===== src/rtl/core/rbbp_pkg.sv =====
// Shared constants and types of the reference-counted bitmap block pool.
package rbbp_pkg;

  localparam int MAP_WORDS_DEF = 8;
  localparam int MAX_REFS_DEF  = 8;

  localparam int CMD_W    = 2;
  localparam int BLK_W    = 8;
  localparam int CNT_W    = 4;
  localparam int NB_W     = 9;
  localparam int STATUS_W = 2;
  localparam int MAP_W    = 32;

  localparam int COUNT_DEPTH = 256;

  localparam logic [NB_W-1:0]  NB_RESET = 9'd256;
  localparam logic [MAP_W-1:0] TOP_BIT  = 32'h8000_0000;
  localparam logic [BLK_W-1:0] BIT_MASK = 8'h1F;

  typedef enum logic [CMD_W-1:0] {
    CMD_ALLOC   = 2'd0,
    CMD_RELEASE = 2'd1,
    CMD_ADDREF  = 2'd2,
    CMD_INIT    = 2'd3
  } cmd_t;

  typedef enum logic [STATUS_W-1:0] {
    ST_OK    = 2'd0,
    ST_EMPTY = 2'd1,
    ST_LIMIT = 2'd2
  } status_t;

  typedef enum logic [3:0] {
    S_IDLE = 4'b0001,
    S_INIT = 4'b0010,
    S_EXEC = 4'b0100,
    S_RESP = 4'b1000
  } state_t;

endpackage


===== src/rtl/core/rbbp_ram.sv =====
// Generic single-write, single-read RAM with a registered read port.
module rbbp_ram #(
  parameter int WIDTH = 32,
  parameter int DEPTH = 8,
  parameter int AW    = (DEPTH > 1) ? $clog2(DEPTH) : 1
) (
  input  logic             clk,
  input  logic             we,
  input  logic [AW-1:0]    waddr,
  input  logic [WIDTH-1:0] wdata,
  input  logic             re,
  input  logic [AW-1:0]    raddr,
  output logic [WIDTH-1:0] rdata
);

  logic [WIDTH-1:0] mem [DEPTH];
  logic [WIDTH-1:0] rdata_r;

  always_ff @(posedge clk) begin
    if (we) begin
      mem[waddr] <= wdata;
    end
    if (re) begin
      rdata_r <= mem[raddr];
    end
  end

  assign rdata = rdata_r;

endmodule


===== src/rtl/core/refcounted_bitmap_block_pool_unit.sv =====
// Top level of the reference-counted bitmap block pool: sequencer, free map and count stores.
//
//  channel | direction | handshake         | word
//  in_     | input     | in_valid/in_stall | in_cmd, in_block_index
//  out_    | output    | out_valid/out_stall | out_status, out_result_block, out_refs_after
//  cfg_    | input     | cfg_we            | cfg_wdata (num_blocks)
//
// Allocate, release and add reference pass from acceptance to the result register through
// the registered read of the map and count RAMs, the update state and the hand-over state.
// An allocate on an empty pool goes straight from acceptance to the hand-over; init first
// runs the one-word-per-cycle write sweep over the free-map RAM, then hands over.
// After reset neither RAM is swept: per-word and per-block valid bits make unwritten
// entries read as zero. One word may wait at the output while the next is accepted.
module refcounted_bitmap_block_pool_unit #(
  parameter int MAP_WORDS = rbbp_pkg::MAP_WORDS_DEF,
  parameter int MAX_REFS  = rbbp_pkg::MAX_REFS_DEF
) (
  input  logic                           clk,
  input  logic                           rst_n,
  input  logic                           cfg_we,
  input  logic [rbbp_pkg::NB_W-1:0]      cfg_wdata,
  input  logic                           in_valid,
  output logic                           in_stall,
  input  logic [rbbp_pkg::CMD_W-1:0]     in_cmd,
  input  logic [rbbp_pkg::BLK_W-1:0]     in_block_index,
  output logic                           out_valid,
  input  logic                           out_stall,
  output logic [rbbp_pkg::STATUS_W-1:0]  out_status,
  output logic [rbbp_pkg::BLK_W-1:0]     out_result_block,
  output logic [rbbp_pkg::CNT_W-1:0]     out_refs_after
);

  import rbbp_pkg::*;

  localparam int MW_AW   = (MAP_WORDS > 1) ? $clog2(MAP_WORDS) : 1;
  localparam int CAP_INT = (MAP_WORDS * MAP_W < COUNT_DEPTH) ? MAP_WORDS * MAP_W : COUNT_DEPTH;
  localparam logic [NB_W-1:0]  CAP      = NB_W'(CAP_INT);
  localparam logic [CNT_W-1:0] REF_LIM  = CNT_W'(MAX_REFS);
  localparam logic [MW_AW-1:0] LAST_W   = MW_AW'(MAP_WORDS - 1);
  localparam int CA_W = $clog2(COUNT_DEPTH);

  // Leading-zero count from the MSB; the word is known to be non-zero.
  function automatic logic [4:0] lzc32(input logic [MAP_W-1:0] v);
    logic [4:0] n;
    n = 5'd31;
    for (int i = 0; i < MAP_W; i++) begin
      if (v[i]) begin
        n = 5'(MAP_W - 1 - i);
      end
    end
    return n;
  endfunction

  // Free-map word written by init: block k is free when k is below the limit.
  function automatic logic [MAP_W-1:0] init_word(input logic [MW_AW-1:0] idx,
                                                 input logic [NB_W-1:0] limit);
    logic [11:0] base;
    logic [11:0] lim;
    logic [11:0] rem;
    logic [MAP_W-1:0] w;
    base = 12'(idx) << 5;
    lim  = 12'(limit);
    rem  = lim - base;
    if (lim <= base) begin
      w = '0;
    end else if (rem >= 12'd32) begin
      w = '1;
    end else begin
      w = ~({MAP_W{1'b1}} >> rem[4:0]);
    end
    return w;
  endfunction

  state_t             state_r, state_nxt;
  cmd_t               op_r, op_nxt;
  logic [BLK_W-1:0]   blk_r, blk_nxt;
  logic [MW_AW-1:0]   word_r, word_nxt;
  logic               in_map_r, in_map_nxt;
  logic               map_vq_r, map_vq_nxt;
  logic               cnt_vq_r, cnt_vq_nxt;
  logic [MW_AW-1:0]   idx_r, idx_nxt;
  logic [NB_W-1:0]    limit_r, limit_nxt;
  logic [NB_W-1:0]    num_blocks_r;

  status_t            res_status_r, res_status_nxt;
  logic [BLK_W-1:0]   res_blk_r, res_blk_nxt;
  logic [CNT_W-1:0]   res_refs_r, res_refs_nxt;

  logic [MAP_WORDS-1:0]   nz_r;
  logic [MAP_WORDS-1:0]   map_vld_r;
  logic [COUNT_DEPTH-1:0] cnt_vld_r;
  logic                   cnt_clr;

  logic               out_valid_r;
  status_t            out_status_r;
  logic [BLK_W-1:0]   out_blk_r;
  logic [CNT_W-1:0]   out_refs_r;
  logic               out_load;

  logic               in_take;
  cmd_t               in_op;
  logic [2:0]         in_word;
  logic               in_in_map;
  logic [MW_AW-1:0]   first_w;
  logic               any_nz;

  logic               map_we;
  logic [MW_AW-1:0]   map_waddr;
  logic [MAP_W-1:0]   map_wdata;
  logic [MW_AW-1:0]   map_raddr;
  logic [MAP_W-1:0]   map_rdata;
  logic               cnt_we;
  logic [CA_W-1:0]    cnt_waddr;
  logic [CNT_W-1:0]   cnt_wdata;
  logic [CNT_W-1:0]   cnt_rdata;

  logic [MAP_W-1:0]   cur_word;
  logic [CNT_W-1:0]   cur_cnt;
  logic [4:0]         alloc_n;
  logic [BLK_W-1:0]   alloc_blk;
  logic [MAP_W-1:0]   blk_bit;

  assign in_stall  = (state_r != S_IDLE);
  assign in_take   = in_valid && !in_stall;
  assign in_op     = cmd_t'(in_cmd);
  assign in_word   = in_block_index[7:5];
  assign in_in_map = (32'(in_word) < MAP_WORDS);

  always_comb begin
    first_w = '0;
    any_nz  = 1'b0;
    for (int i = MAP_WORDS - 1; i >= 0; i--) begin
      if (nz_r[i]) begin
        first_w = MW_AW'(i);
        any_nz  = 1'b1;
      end
    end
  end

  assign map_raddr = (in_op == CMD_ALLOC) ? first_w : MW_AW'(in_word);

  rbbp_ram #(.WIDTH(MAP_W), .DEPTH(MAP_WORDS), .AW(MW_AW)) u_map_ram (
    .clk   (clk),
    .we    (map_we),
    .waddr (map_waddr),
    .wdata (map_wdata),
    .re    (in_take),
    .raddr (map_raddr),
    .rdata (map_rdata)
  );

  rbbp_ram #(.WIDTH(CNT_W), .DEPTH(COUNT_DEPTH), .AW(CA_W)) u_cnt_ram (
    .clk   (clk),
    .we    (cnt_we),
    .waddr (cnt_waddr),
    .wdata (cnt_wdata),
    .re    (in_take),
    .raddr (CA_W'(in_block_index)),
    .rdata (cnt_rdata)
  );

  assign cur_word  = map_vq_r ? map_rdata : '0;
  assign cur_cnt   = cnt_vq_r ? cnt_rdata : '0;
  assign alloc_n   = lzc32(cur_word);
  assign alloc_blk = 8'({word_r, alloc_n});
  assign blk_bit   = TOP_BIT >> (blk_r & BIT_MASK);
  assign out_load  = (state_r == S_RESP) && (!out_valid_r || !out_stall);

  always_comb begin
    state_nxt      = state_r;
    op_nxt         = op_r;
    blk_nxt        = blk_r;
    word_nxt       = word_r;
    in_map_nxt     = in_map_r;
    map_vq_nxt     = map_vq_r;
    cnt_vq_nxt     = cnt_vq_r;
    idx_nxt        = idx_r;
    limit_nxt      = limit_r;
    res_status_nxt = res_status_r;
    res_blk_nxt    = res_blk_r;
    res_refs_nxt   = res_refs_r;
    cnt_clr        = 1'b0;
    map_we         = 1'b0;
    map_waddr      = idx_r;
    map_wdata      = init_word(idx_r, limit_r);
    cnt_we         = 1'b0;
    cnt_waddr      = CA_W'(blk_r);
    cnt_wdata      = '0;

    unique case (state_r)
      S_IDLE: begin
        if (in_take) begin
          op_nxt     = in_op;
          blk_nxt    = in_block_index;
          in_map_nxt = in_in_map;
          word_nxt   = map_raddr;
          map_vq_nxt = map_vld_r[map_raddr];
          cnt_vq_nxt = cnt_vld_r[CA_W'(in_block_index)];
          if (in_op == CMD_INIT) begin
            cnt_clr   = 1'b1;
            idx_nxt   = '0;
            limit_nxt = (num_blocks_r > CAP) ? CAP : num_blocks_r;
            state_nxt = S_INIT;
          end else if (in_op == CMD_ALLOC && !any_nz) begin
            res_status_nxt = ST_EMPTY;
            res_blk_nxt    = '0;
            res_refs_nxt   = '0;
            state_nxt      = S_RESP;
          end else begin
            state_nxt = S_EXEC;
          end
        end
      end
      S_INIT: begin
        map_we = 1'b1;
        if (idx_r == LAST_W) begin
          res_status_nxt = ST_OK;
          res_blk_nxt    = '0;
          res_refs_nxt   = '0;
          state_nxt      = S_RESP;
        end else begin
          idx_nxt = idx_r + 1'b1;
        end
      end
      S_EXEC: begin
        state_nxt      = S_RESP;
        res_status_nxt = ST_OK;
        res_blk_nxt    = blk_r;
        res_refs_nxt   = cur_cnt;
        map_waddr      = word_r;
        case (op_r)
          CMD_ALLOC: begin
            map_we       = 1'b1;
            map_wdata    = cur_word & ~(TOP_BIT >> alloc_n);
            cnt_we       = 1'b1;
            cnt_waddr    = CA_W'(alloc_blk);
            cnt_wdata    = CNT_W'(1);
            res_blk_nxt  = alloc_blk;
            res_refs_nxt = CNT_W'(1);
          end
          CMD_RELEASE: begin
            if (in_map_r) begin
              cnt_we = 1'b1;
              if (cur_cnt > CNT_W'(1)) begin
                cnt_wdata    = cur_cnt - 1'b1;
                res_refs_nxt = cur_cnt - 1'b1;
              end else begin
                map_we       = 1'b1;
                map_wdata    = cur_word | blk_bit;
                cnt_wdata    = '0;
                res_refs_nxt = '0;
              end
            end
          end
          CMD_ADDREF: begin
            if (in_map_r) begin
              if (cur_cnt >= REF_LIM) begin
                res_status_nxt = ST_LIMIT;
              end else begin
                cnt_we       = 1'b1;
                cnt_wdata    = cur_cnt + 1'b1;
                res_refs_nxt = cur_cnt + 1'b1;
              end
            end
          end
          default: begin
          end
        endcase
      end
      S_RESP: begin
        if (out_load) begin
          state_nxt = S_IDLE;
        end
      end
      default: begin
        state_nxt = S_IDLE;
      end
    endcase
  end

  always_ff @(posedge clk) begin
    if (!rst_n) begin
      state_r      <= S_IDLE;
      num_blocks_r <= NB_RESET;
      nz_r         <= '0;
      map_vld_r    <= '0;
      cnt_vld_r    <= '0;
      out_valid_r  <= 1'b0;
    end else begin
      state_r <= state_nxt;
      if (cfg_we) begin
        num_blocks_r <= cfg_wdata;
      end
      if (map_we) begin
        nz_r[map_waddr]      <= (map_wdata != '0);
        map_vld_r[map_waddr] <= 1'b1;
      end
      if (cnt_clr) begin
        cnt_vld_r <= '0;
      end else if (cnt_we) begin
        cnt_vld_r[cnt_waddr] <= 1'b1;
      end
      if (out_load) begin
        out_valid_r <= 1'b1;
      end else if (!out_stall) begin
        out_valid_r <= 1'b0;
      end
    end
  end

  always_ff @(posedge clk) begin
    op_r         <= op_nxt;
    blk_r        <= blk_nxt;
    word_r       <= word_nxt;
    in_map_r     <= in_map_nxt;
    map_vq_r     <= map_vq_nxt;
    cnt_vq_r     <= cnt_vq_nxt;
    idx_r        <= idx_nxt;
    limit_r      <= limit_nxt;
    res_status_r <= res_status_nxt;
    res_blk_r    <= res_blk_nxt;
    res_refs_r   <= res_refs_nxt;
    if (out_load) begin
      out_status_r <= res_status_r;
      out_blk_r    <= res_blk_r;
      out_refs_r   <= res_refs_r;
    end
  end

  assign out_valid        = out_valid_r;
  assign out_status       = out_status_r;
  assign out_result_block = out_blk_r;
  assign out_refs_after   = out_refs_r;

  // An accepted word always leaves the idle state, so no RAM access can overlap the next read.
  a_take_leaves_idle: assert property (@(posedge clk) disable iff (!rst_n)
    in_take |=> state_r != S_IDLE)
    else $error("accepted word did not start a command");

  a_no_write_idle: assert property (@(posedge clk) disable iff (!rst_n)
    (state_r == S_IDLE || state_r == S_RESP) |-> !map_we && !cnt_we)
    else $error("RAM write outside the update or init states");

  // The per-word flag that steers allocate must follow the data written to that word.
  a_nz_tracks_map: assert property (@(posedge clk) disable iff (!rst_n)
    map_we |=> nz_r[$past(map_waddr)] == ($past(map_wdata) != '0))
    else $error("non-zero flag out of step with free map");

  a_alloc_result: assert property (@(posedge clk) disable iff (!rst_n)
    (state_r == S_EXEC && op_r == CMD_ALLOC) |=>
      res_status_r == ST_OK && res_refs_r == CNT_W'(1))
    else $error("allocate from a non-empty word gave a wrong result");

  a_refs_bound: assert property (@(posedge clk) disable iff (!rst_n)
    out_valid_r |-> out_refs_r <= REF_LIM)
    else $error("reference count above the limit");

endmodule

===== config.mk =====
export PLATFORM = sky130hd
export DESIGN_NAME = refcounted_bitmap_block_pool_unit
export DESIGN_NICKNAME = d
export VERILOG_FILES = /design/src/rtl/core/rbbp_pkg.sv /design/src/rtl/core/rbbp_ram.sv /design/src/rtl/core/refcounted_bitmap_block_pool_unit.sv
export SDC_FILE = /design/constraint.sdc
export NUM_CORES = 2
export LEC_CHECK = 0
export ABC_AREA = 1
export BUFFER_PORTS_ARGS = -buffer_cell sky130_fd_sc_hd__buf_2
export CAP_MARGIN = 20
export CELL_PAD_IN_SITES_DETAIL_PLACEMENT = 2
export CELL_PAD_IN_SITES_GLOBAL_PLACEMENT = 2
export CORE_UTILIZATION = 46
export DETAILED_ROUTE_END_ITERATION = 8
export HOLD_SLACK_MARGIN = 0.02
export PLACE_DENSITY_LB_ADDON = 0.1
export SETUP_SLACK_MARGIN = 0.1
export SYNTH_ARGS = -nofsm -noshare
export SYNTH_HDL_FRONTEND = slang
export SYNTH_SLANG_ARGS = --single-unit

===== constraint.sdc =====
create_clock -name clk -period 20.3 [get_ports clk]
set_input_delay 2.03 -clock clk [delete_from_list [all_inputs] [get_ports clk]]
set_output_delay 2.03 -clock clk [all_outputs]
set_load 0.05 [all_outputs]

# Word-level counts from Yosys, hierarchy flattened
# Memory sizes are Yosys's and may differ from the RTL's. A register that Yosys moved wholly into a read port is not among the register bits.
# Index checks and enable logic that the tools add are counted.
word_totals:
  reg_bits: 341
  ramBits: 1280
  input_bits: 24
  out_inout_bits: 16
  word_cells: 200
  mem_count: 2
memory_table:
  columns: ["name", "depth", "width", "rd", "rd_ports_with_merged_regs", "write_ports", "line", "rtl"]
  rows:
  - ["u_cnt_ram.mem", 256, 4, 1, 1, 1, "rbbp_ram.sv:16", "logic [WIDTH-1:0] mem [DEPTH];"]
  - ["u_map_ram.mem", 8, 32, 1, 1, 1, "rbbp_ram.sv:16", null]
op_classes:
  addsub: 4
  n_lt_le_gt_ge: 11
  eq_ne: 17
  shift: 3
  mux: 115
  n_bitwise: 7
  reduce_logical: 22
op_table:
  columns: ["cell", "count"]
  rows:
  - ["bitwise OR 256 bit", 1]
  - ["2-to-1 mux 32 bit", 5]
  - ["2-to-1 mux 5 bit", 30]
  - ["right shift 32 x 5 -> 32 bit, first input constant", 3]
  - ["NOT 32 bit", 2]
  - ["one-hot mux 32 bit (2 select lines)", 1]
  - ["2-to-1 mux 4 bit", 14]
  - ["2-to-1 mux 8 bit", 6]
  - ["2-to-1 mux 3 bit", 13]
  - ["one-hot mux 4 bit (3 select lines)", 3]
  - ["bitwise AND 32 bit", 1]
  - ["bitwise OR 32 bit", 1]
  - ["nonzero test 32 bit", 1]
  - ["2-to-1 mux 1 bit", 25]
  - ["one-hot mux 8 bit (3 select lines)", 1]
  - ["less-than comparator 8 x 9 -> 1 bit, second input constant", 2]
  - ["one-hot mux 4 bit (4 select lines)", 1]
  - ["inequality test 2 bit, second input constant", 7]
  - [">= comparator 12 x 6 -> 1 bit, second input constant", 1]
  - ["2-to-1 mux 2 bit", 6]
  - ["subtractor 9 x 8 -> 10 bit", 1]
  - ["> comparator 9 bit, second input constant", 1]
  - ["less-or-equal comparator 9 x 8 -> 1 bit", 1]
  - ["binary-select mux 1 bit (select 8 bit)", 1]
  - ["other kinds (37)", 51]

# Logic depth before layout (Yosys ltp)
logic_depth:
  word_depth: 39
  ltp_mapped: 43
  ltp_nobuf: 43

# Modules after synthesis
# A second synthesis with hierarchy kept.
unflattened:
  hier_cells: 7388
  area_unflattened_um2: 72548.3
modules_own_cells:
  columns: ["module", "instances", "cells_each", "area_each_um2", "seq_area_each_um2"]
  rows:
  - ["rbbp_ram (u_cnt_ram)", 1, 3720, 42864.9, 30869.6]
  - ["refcounted_bitmap_block_pool_unit", 1, 2512, 17490.5, 7377.1]
  - ["rbbp_ram (u_map_ram)", 1, 1156, 12192.9, 8648.3]

# Worst setup path after synthesis
# No wires, ideal clock.
synth_path:
  path_type: "register to register"
  from: "register cnt_vq_r"
  to: "memory u_cnt_ram.mem[0][1] (netlist bit) (data pin)"
  setup_time_ns: 1.581
  t_arrival_ns: 8.590
  required_ns: 18.719
  slack_ns: 10.129
  path_stages_with_launch: 9
  n_path_buf: 2
  period_less_slack_ns: 10.171
  cell_sequence: "edfxtp_1 nand2_1 inv_1 ha_1 o211ai_1 clkbuf_1 clkbuf_1 nand3_1 a21oi_1"
synth_via:
  elab_chain_cells: 5
  elab_cells_between_ends: 9
  classes_between: "add/sub (2); order compare (2); mux (5)"
synth_rtl:
  columns: ["element", "line", "rtl"]
  rows:
  - ["from (decl)", "refcounted_bitmap_block_pool_unit.sv:80", "logic cnt_vq_r, cnt_vq_nxt;"]
  - ["from (signal assigned)", "refcounted_bitmap_block_pool_unit.sv:317", "cnt_vq_r <= cnt_vq_nxt;"]
  - ["2-to-1 mux 4 bit *", "refcounted_bitmap_block_pool_unit.sv:163", "assign cur_cnt = cnt_vq_r ? cnt_rdata : '0;"]
  - ["adder 4 x 1 -> 4 bit, or another cell as far along", "refcounted_bitmap_block_pool_unit.sv:261", "cnt_wdata = cur_cnt + 1'b1;"]
  - ["2-to-1 mux 4 bit (on tied branches)", "refcounted_bitmap_block_pool_unit.sv:257, refcounted_bitmap_block_pool_unit.sv:244", null]
  - ["one-hot mux 4 bit (3 select lines) *", "refcounted_bitmap_block_pool_unit.sv:231", "case (op_r)"]
  - ["2-to-1 mux 4 bit *", "refcounted_bitmap_block_pool_unit.sv:190", "unique case (state_r)"]
  - ["net cnt_wdata[1]", "refcounted_bitmap_block_pool_unit.sv:114", "logic [CNT_W-1:0] cnt_wdata;"]
  - ["to (decl)", "rbbp_ram.sv:16", null]
# The timed path passes the listed nets; every way through them passes the cells marked *.

==> implementation parameters <==
Parameter                              Value

Logic synthesis
  Netlist Area Pre-Place ... around 69,000 um2
  Synthesis Warnings ... 0
  Synth Area in XOR/XNOR ... 0.0382%
  Dominant combinational cell family by area after synthesis ... compound AO/OA/AOI/OAI gates
  Simple logic cell fraction of the synthesized area ... 12.4%
  Top_reg_cell synth ... sky130_fd_sc_hd__edfxtp_1
  Post-Synthesis Cells ... roughly 6,400
  Synthesized-area fraction occupied by ao, oa, aoi and oai cells ... 15.0%
  Post-Synthesis Mean Instance Area ... around 11 um2
  FF+latch count, synth ... 1,657
  Number of nets produced by synthesis ... 6,397
  Fraction of synthesis flops using an asynchronous set or reset pin ... 0%
  EDFF count, synth ... 1,371
  Multiplexer share of the synthesized area ... 0%
  Sequential share of the synthesized area ... between 60% and 70%
  Adder-cell area share of the yosys netlist ... 0.193%
  Distinct cells, synth ... 50

Clock tree
  Htree depth ... 4
  Root buffer selected by CTS ... sky130_fd_sc_hd__clkbuf_16
  Clock transition at path regs ... 0.06 ns
  Maximum buffer depth of the clock tree ... 3
  Clock tree from TritonCTS ... yes
  Number of buffers inserted for hold repair after clock tree synthesis ... 0
  CTS-repair resized insts ... 0
  Clock net sink count ... 1,657
  Post-CTS repair timing setup buffer count ... 0
  Number of buffers created by CTS ... between 150 and 200
  Skew-Pair Late Insertion Delay ... 0.82 ns

Global route
  Antenna violations before repair ... 12
  Number of global-route vias before repair ... approximately 56,000
  GRT Util Overall ... 33.3%
  Global-route wire length before repair ... 374 mm
  Maximum number of pins on one net before global-route repair ... 193
  Global-route congestion overflow total ... 0

Floorplan
  Number of placement rows ... 141
  # IOs ... 40
  DIE WIDTH ... 388 um
  Die Y-Extent ... 388 um
  Starting density of the core ... 46.4%
  Core Box Area ... 148,000 um2
  Floorplan die area ... 151,000 um2

Detailed routing
  Residual antenna-violating net count after detailed routing ... 0
  Total via count in the routed design ... about 52,000
  Number of DRC markers after the initial detailed-route iteration ... 4,677
  DRC errors left ... 0
  Mean routed wirelength per cell ... 30.5 um
  Sum of routed wire length over all layers ... 254 mm
  Total iterations of the first detailed-routing run ... 5
  Number of vias per cell after detailed routing ... 6.21

Setup path
  CP arrival ... about 7.4 ns
  Required time worst endpoint ... 20.96 ns
  Worst Setup Path Type ... input pin to flop
  Setup crit start ... in_block_index[0]
  Critical register-to-register path startpoint ... cnt_vq_r$_DFFE_PP_
  Category of the worst setup path capture point ... flop
  Sort of element at the start of the critical path ... input pin
  Maximum fanout along the worst path ... about 120

Run
  Max-cap viol count ... 0

STA
  Unrepaired setup endpoints after global routing ... no
  Number of setup violations in the final report ... 0
  Worst Max-Slew Pin Slew ... approximately 1.4 ns
  Number of hold-slack violations in the final timing report ... 0
  Skew final ... slightly above 0.05 ns
  Max Freq ... roughly 150 MHz
  Final slew viol count ... 0
  Slew HR ... 7.29%
  Total negative slack ... 0 ns
  Final period utilization ... 33.3%
  Final critical-path required period ... 6.76 ns

Placed design
  HPWL after DPL ... 151 mm
  Final weighted congestion of routability-driven global placement ... 0.879
  Post-detailed-placement cell area ... just over 70,000 um2
  Number of port buffers ... 39

Layout
  Share of final-layout standard cells stronger than drive strength 1 ... 8.62%
  Most common library cell in the layout ignoring fill and taps ... sky130_fd_sc_hd__nor2_1
  Syn-to-layout area delta ... 11.1%
  Post-route cell area ... 76,300 um2
  Final net count ... between 6,000 and 7,000
  Commonest non-fill, non-tap cells in the layout ... 1,660 x sky130_fd_sc_hd__nor2_1, 1,371 x sky130_fd_sc_hd__edfxtp_1, 1,104 x sky130_fd_sc_hd__o21ai_0

Worst hold path
  Startpoint of the worst hold path ... res_refs_r[1]$_SDFFCE_PN0P_
  Path category of the worst min-delay check ... flop to flop

Power
  Worst VDD drop ... between 80 and 90 uV
  Cell Pwr Density ... 106 nW/um2
  Leakage Power ... 0.0235 uW

Run status
  Outcome ... complete, no violations
area by class of cell:
type / count / area, um2
Inverter: 308 / 1170
Clock buffer: 244 / 4950
Clock inverter: 83 / 915
Sequential cell: 1657 / 46900
Fill cell: 14500 / 71700
Multi-Input combinational cell: 3967 / 19000
Antenna cell: 2 / 5.00
Timing Repair Buffer: 121 / 947
Tap cell: 1930 / 2410
cell families (layout without fill, tap and decap cells):
group	after synthesis	after routing
flip-flops	1657	1657
adder cells (fa/ha/maj)	10	10
XOR/XNOR	3	3
buffers and inverters	739	756
AO/OA/AOI/OAI	1840	1840
AND/OR/NAND/NOR	2114	2114
other	0	2
through the flow:
| stage | setup slack, ns | hold slack, ns | total power (uW) | utilization (%) | cells |
|---|---|---|---|---|---|
| global placement | 13.12 | 0.404 | 4790 | 47.6 | 7980 |
| CTS | 13.77 | 0.424 | 8110 | 51.6 | 8308 |
| finish | 13.54 | 0.424 | 8100 | 51.6 | 8312 |
| floorplan | 10.13 | 0.400 | 4410 | - | 6363 |
| detailed placement | 12.96 | 0.411 | 4850 | 47.6 | 7981 |
| global route | 13.34 | 0.431 | 8300 | 51.6 | 8311 |
cell usage after synthesis (16+ instances only):
master / n / area (um2)
sky130_fd_sc_hd__nand4_1: 23 / 144
sky130_fd_sc_hd__o21ba_2: 47 / 470
sky130_fd_sc_hd__nand3_1: 76 / 380
sky130_fd_sc_hd__buf_2: 16 / 80.1
sky130_fd_sc_hd__buf_1: 23 / 86.3
sky130_fd_sc_hd__o22ai_1: 353 / 2210
sky130_fd_sc_hd__nor2_2: 25 / 156
sky130_fd_sc_hd__a21oi_1: 201 / 1010
sky130_fd_sc_hd__inv_1: 294 / 1100
sky130_fd_sc_hd__o21ai_0: 1104 / 5530
sky130_fd_sc_hd__nor2_4: 30 / 338
sky130_fd_sc_hd__nand2_1: 257 / 965
sky130_fd_sc_hd__edfxtp_1: 1371 / 41200
sky130_fd_sc_hd__nor2_1: 1663 / 6240
sky130_fd_sc_hd__dfxtp_1: 286 / 5730
sky130_fd_sc_hd__nor3_1: 17 / 85.1
sky130_fd_sc_hd__o32ai_1: 28 / 245
sky130_fd_sc_hd__clkbuf_1: 382 / 1430
sky130_fd_sc_hd__o21ba_1: 17 / 170
sky130_fd_sc_hd__a31oi_1: 42 / 263
state kept, by name (all words and copies together) (netlist names), 3 cells and up:
register          flops
res_blk_r             8
limit_r               9
u_cnt_ram.rdata       4
out_result_block      8
state_r               4
u_map_ram.mem       256
idx_r                 3
map_vld_r             8
blk_r                 8
word_r                3
nz_r                  8
num_blocks_r          9
u_cnt_ram.mem      1024
res_refs_r            4
u_map_ram.rdata      32
out_refs_after        4
cnt_vld_r           256
report_power, final:
group / switching (uW) / internal, uW
Clock: 1410 / 1880
Combinational: 791 / 186
Sequential: 59.7 / 3770
worst max-delay path, cell delays in order:
cell                       delay [ns]
sky130_fd_sc_hd__buf_8           0.30
sky130_fd_sc_hd__inv_8           0.56
sky130_fd_sc_hd__buf_4           0.82
sky130_fd_sc_hd__buf_4           0.79
sky130_fd_sc_hd__buf_4           0.86
sky130_fd_sc_hd__o21ai_0         0.19
sky130_fd_sc_hd__o22ai_1         0.17
sky130_fd_sc_hd__nor2_1          0.06
sky130_fd_sc_hd__o32ai_1         0.30
sky130_fd_sc_hd__nor2_1          0.08
sky130_fd_sc_hd__o31ai_1         0.61
sky130_fd_sc_hd__o221ai_1        0.27
sky130_fd_sc_hd__nand2_1         0.16
routing by layer:
metal  vias to the layer above  wire (um)  share of wire [%]  track usage (%)
li1                      22300          -                  -                -
met1                     27100     105000                 41             44.1
met2                      1793     125000                 49             56.0
met3                       452      15800                6.2             5.15
met4                        10       8010                3.2             10.8
met5                         -         75              0.030                0
final timing paths:
path | endpoint | slack (ns) | cells past startpoint
max | u_cnt_ram.rdata[0]$_DFFE_PP_ | 13.54 | 13
min | out_refs_after[1]$_DFFE_PP_ | 0.42 | 0
max reg2reg | u_cnt_ram.mem[217][3]$_DFFE_PP_ | 14.27 | 9
min reg2reg | out_refs_after[1]$_DFFE_PP_ | 0.42 | 0
Note: power is estimated with default switching activity, not from simulation.
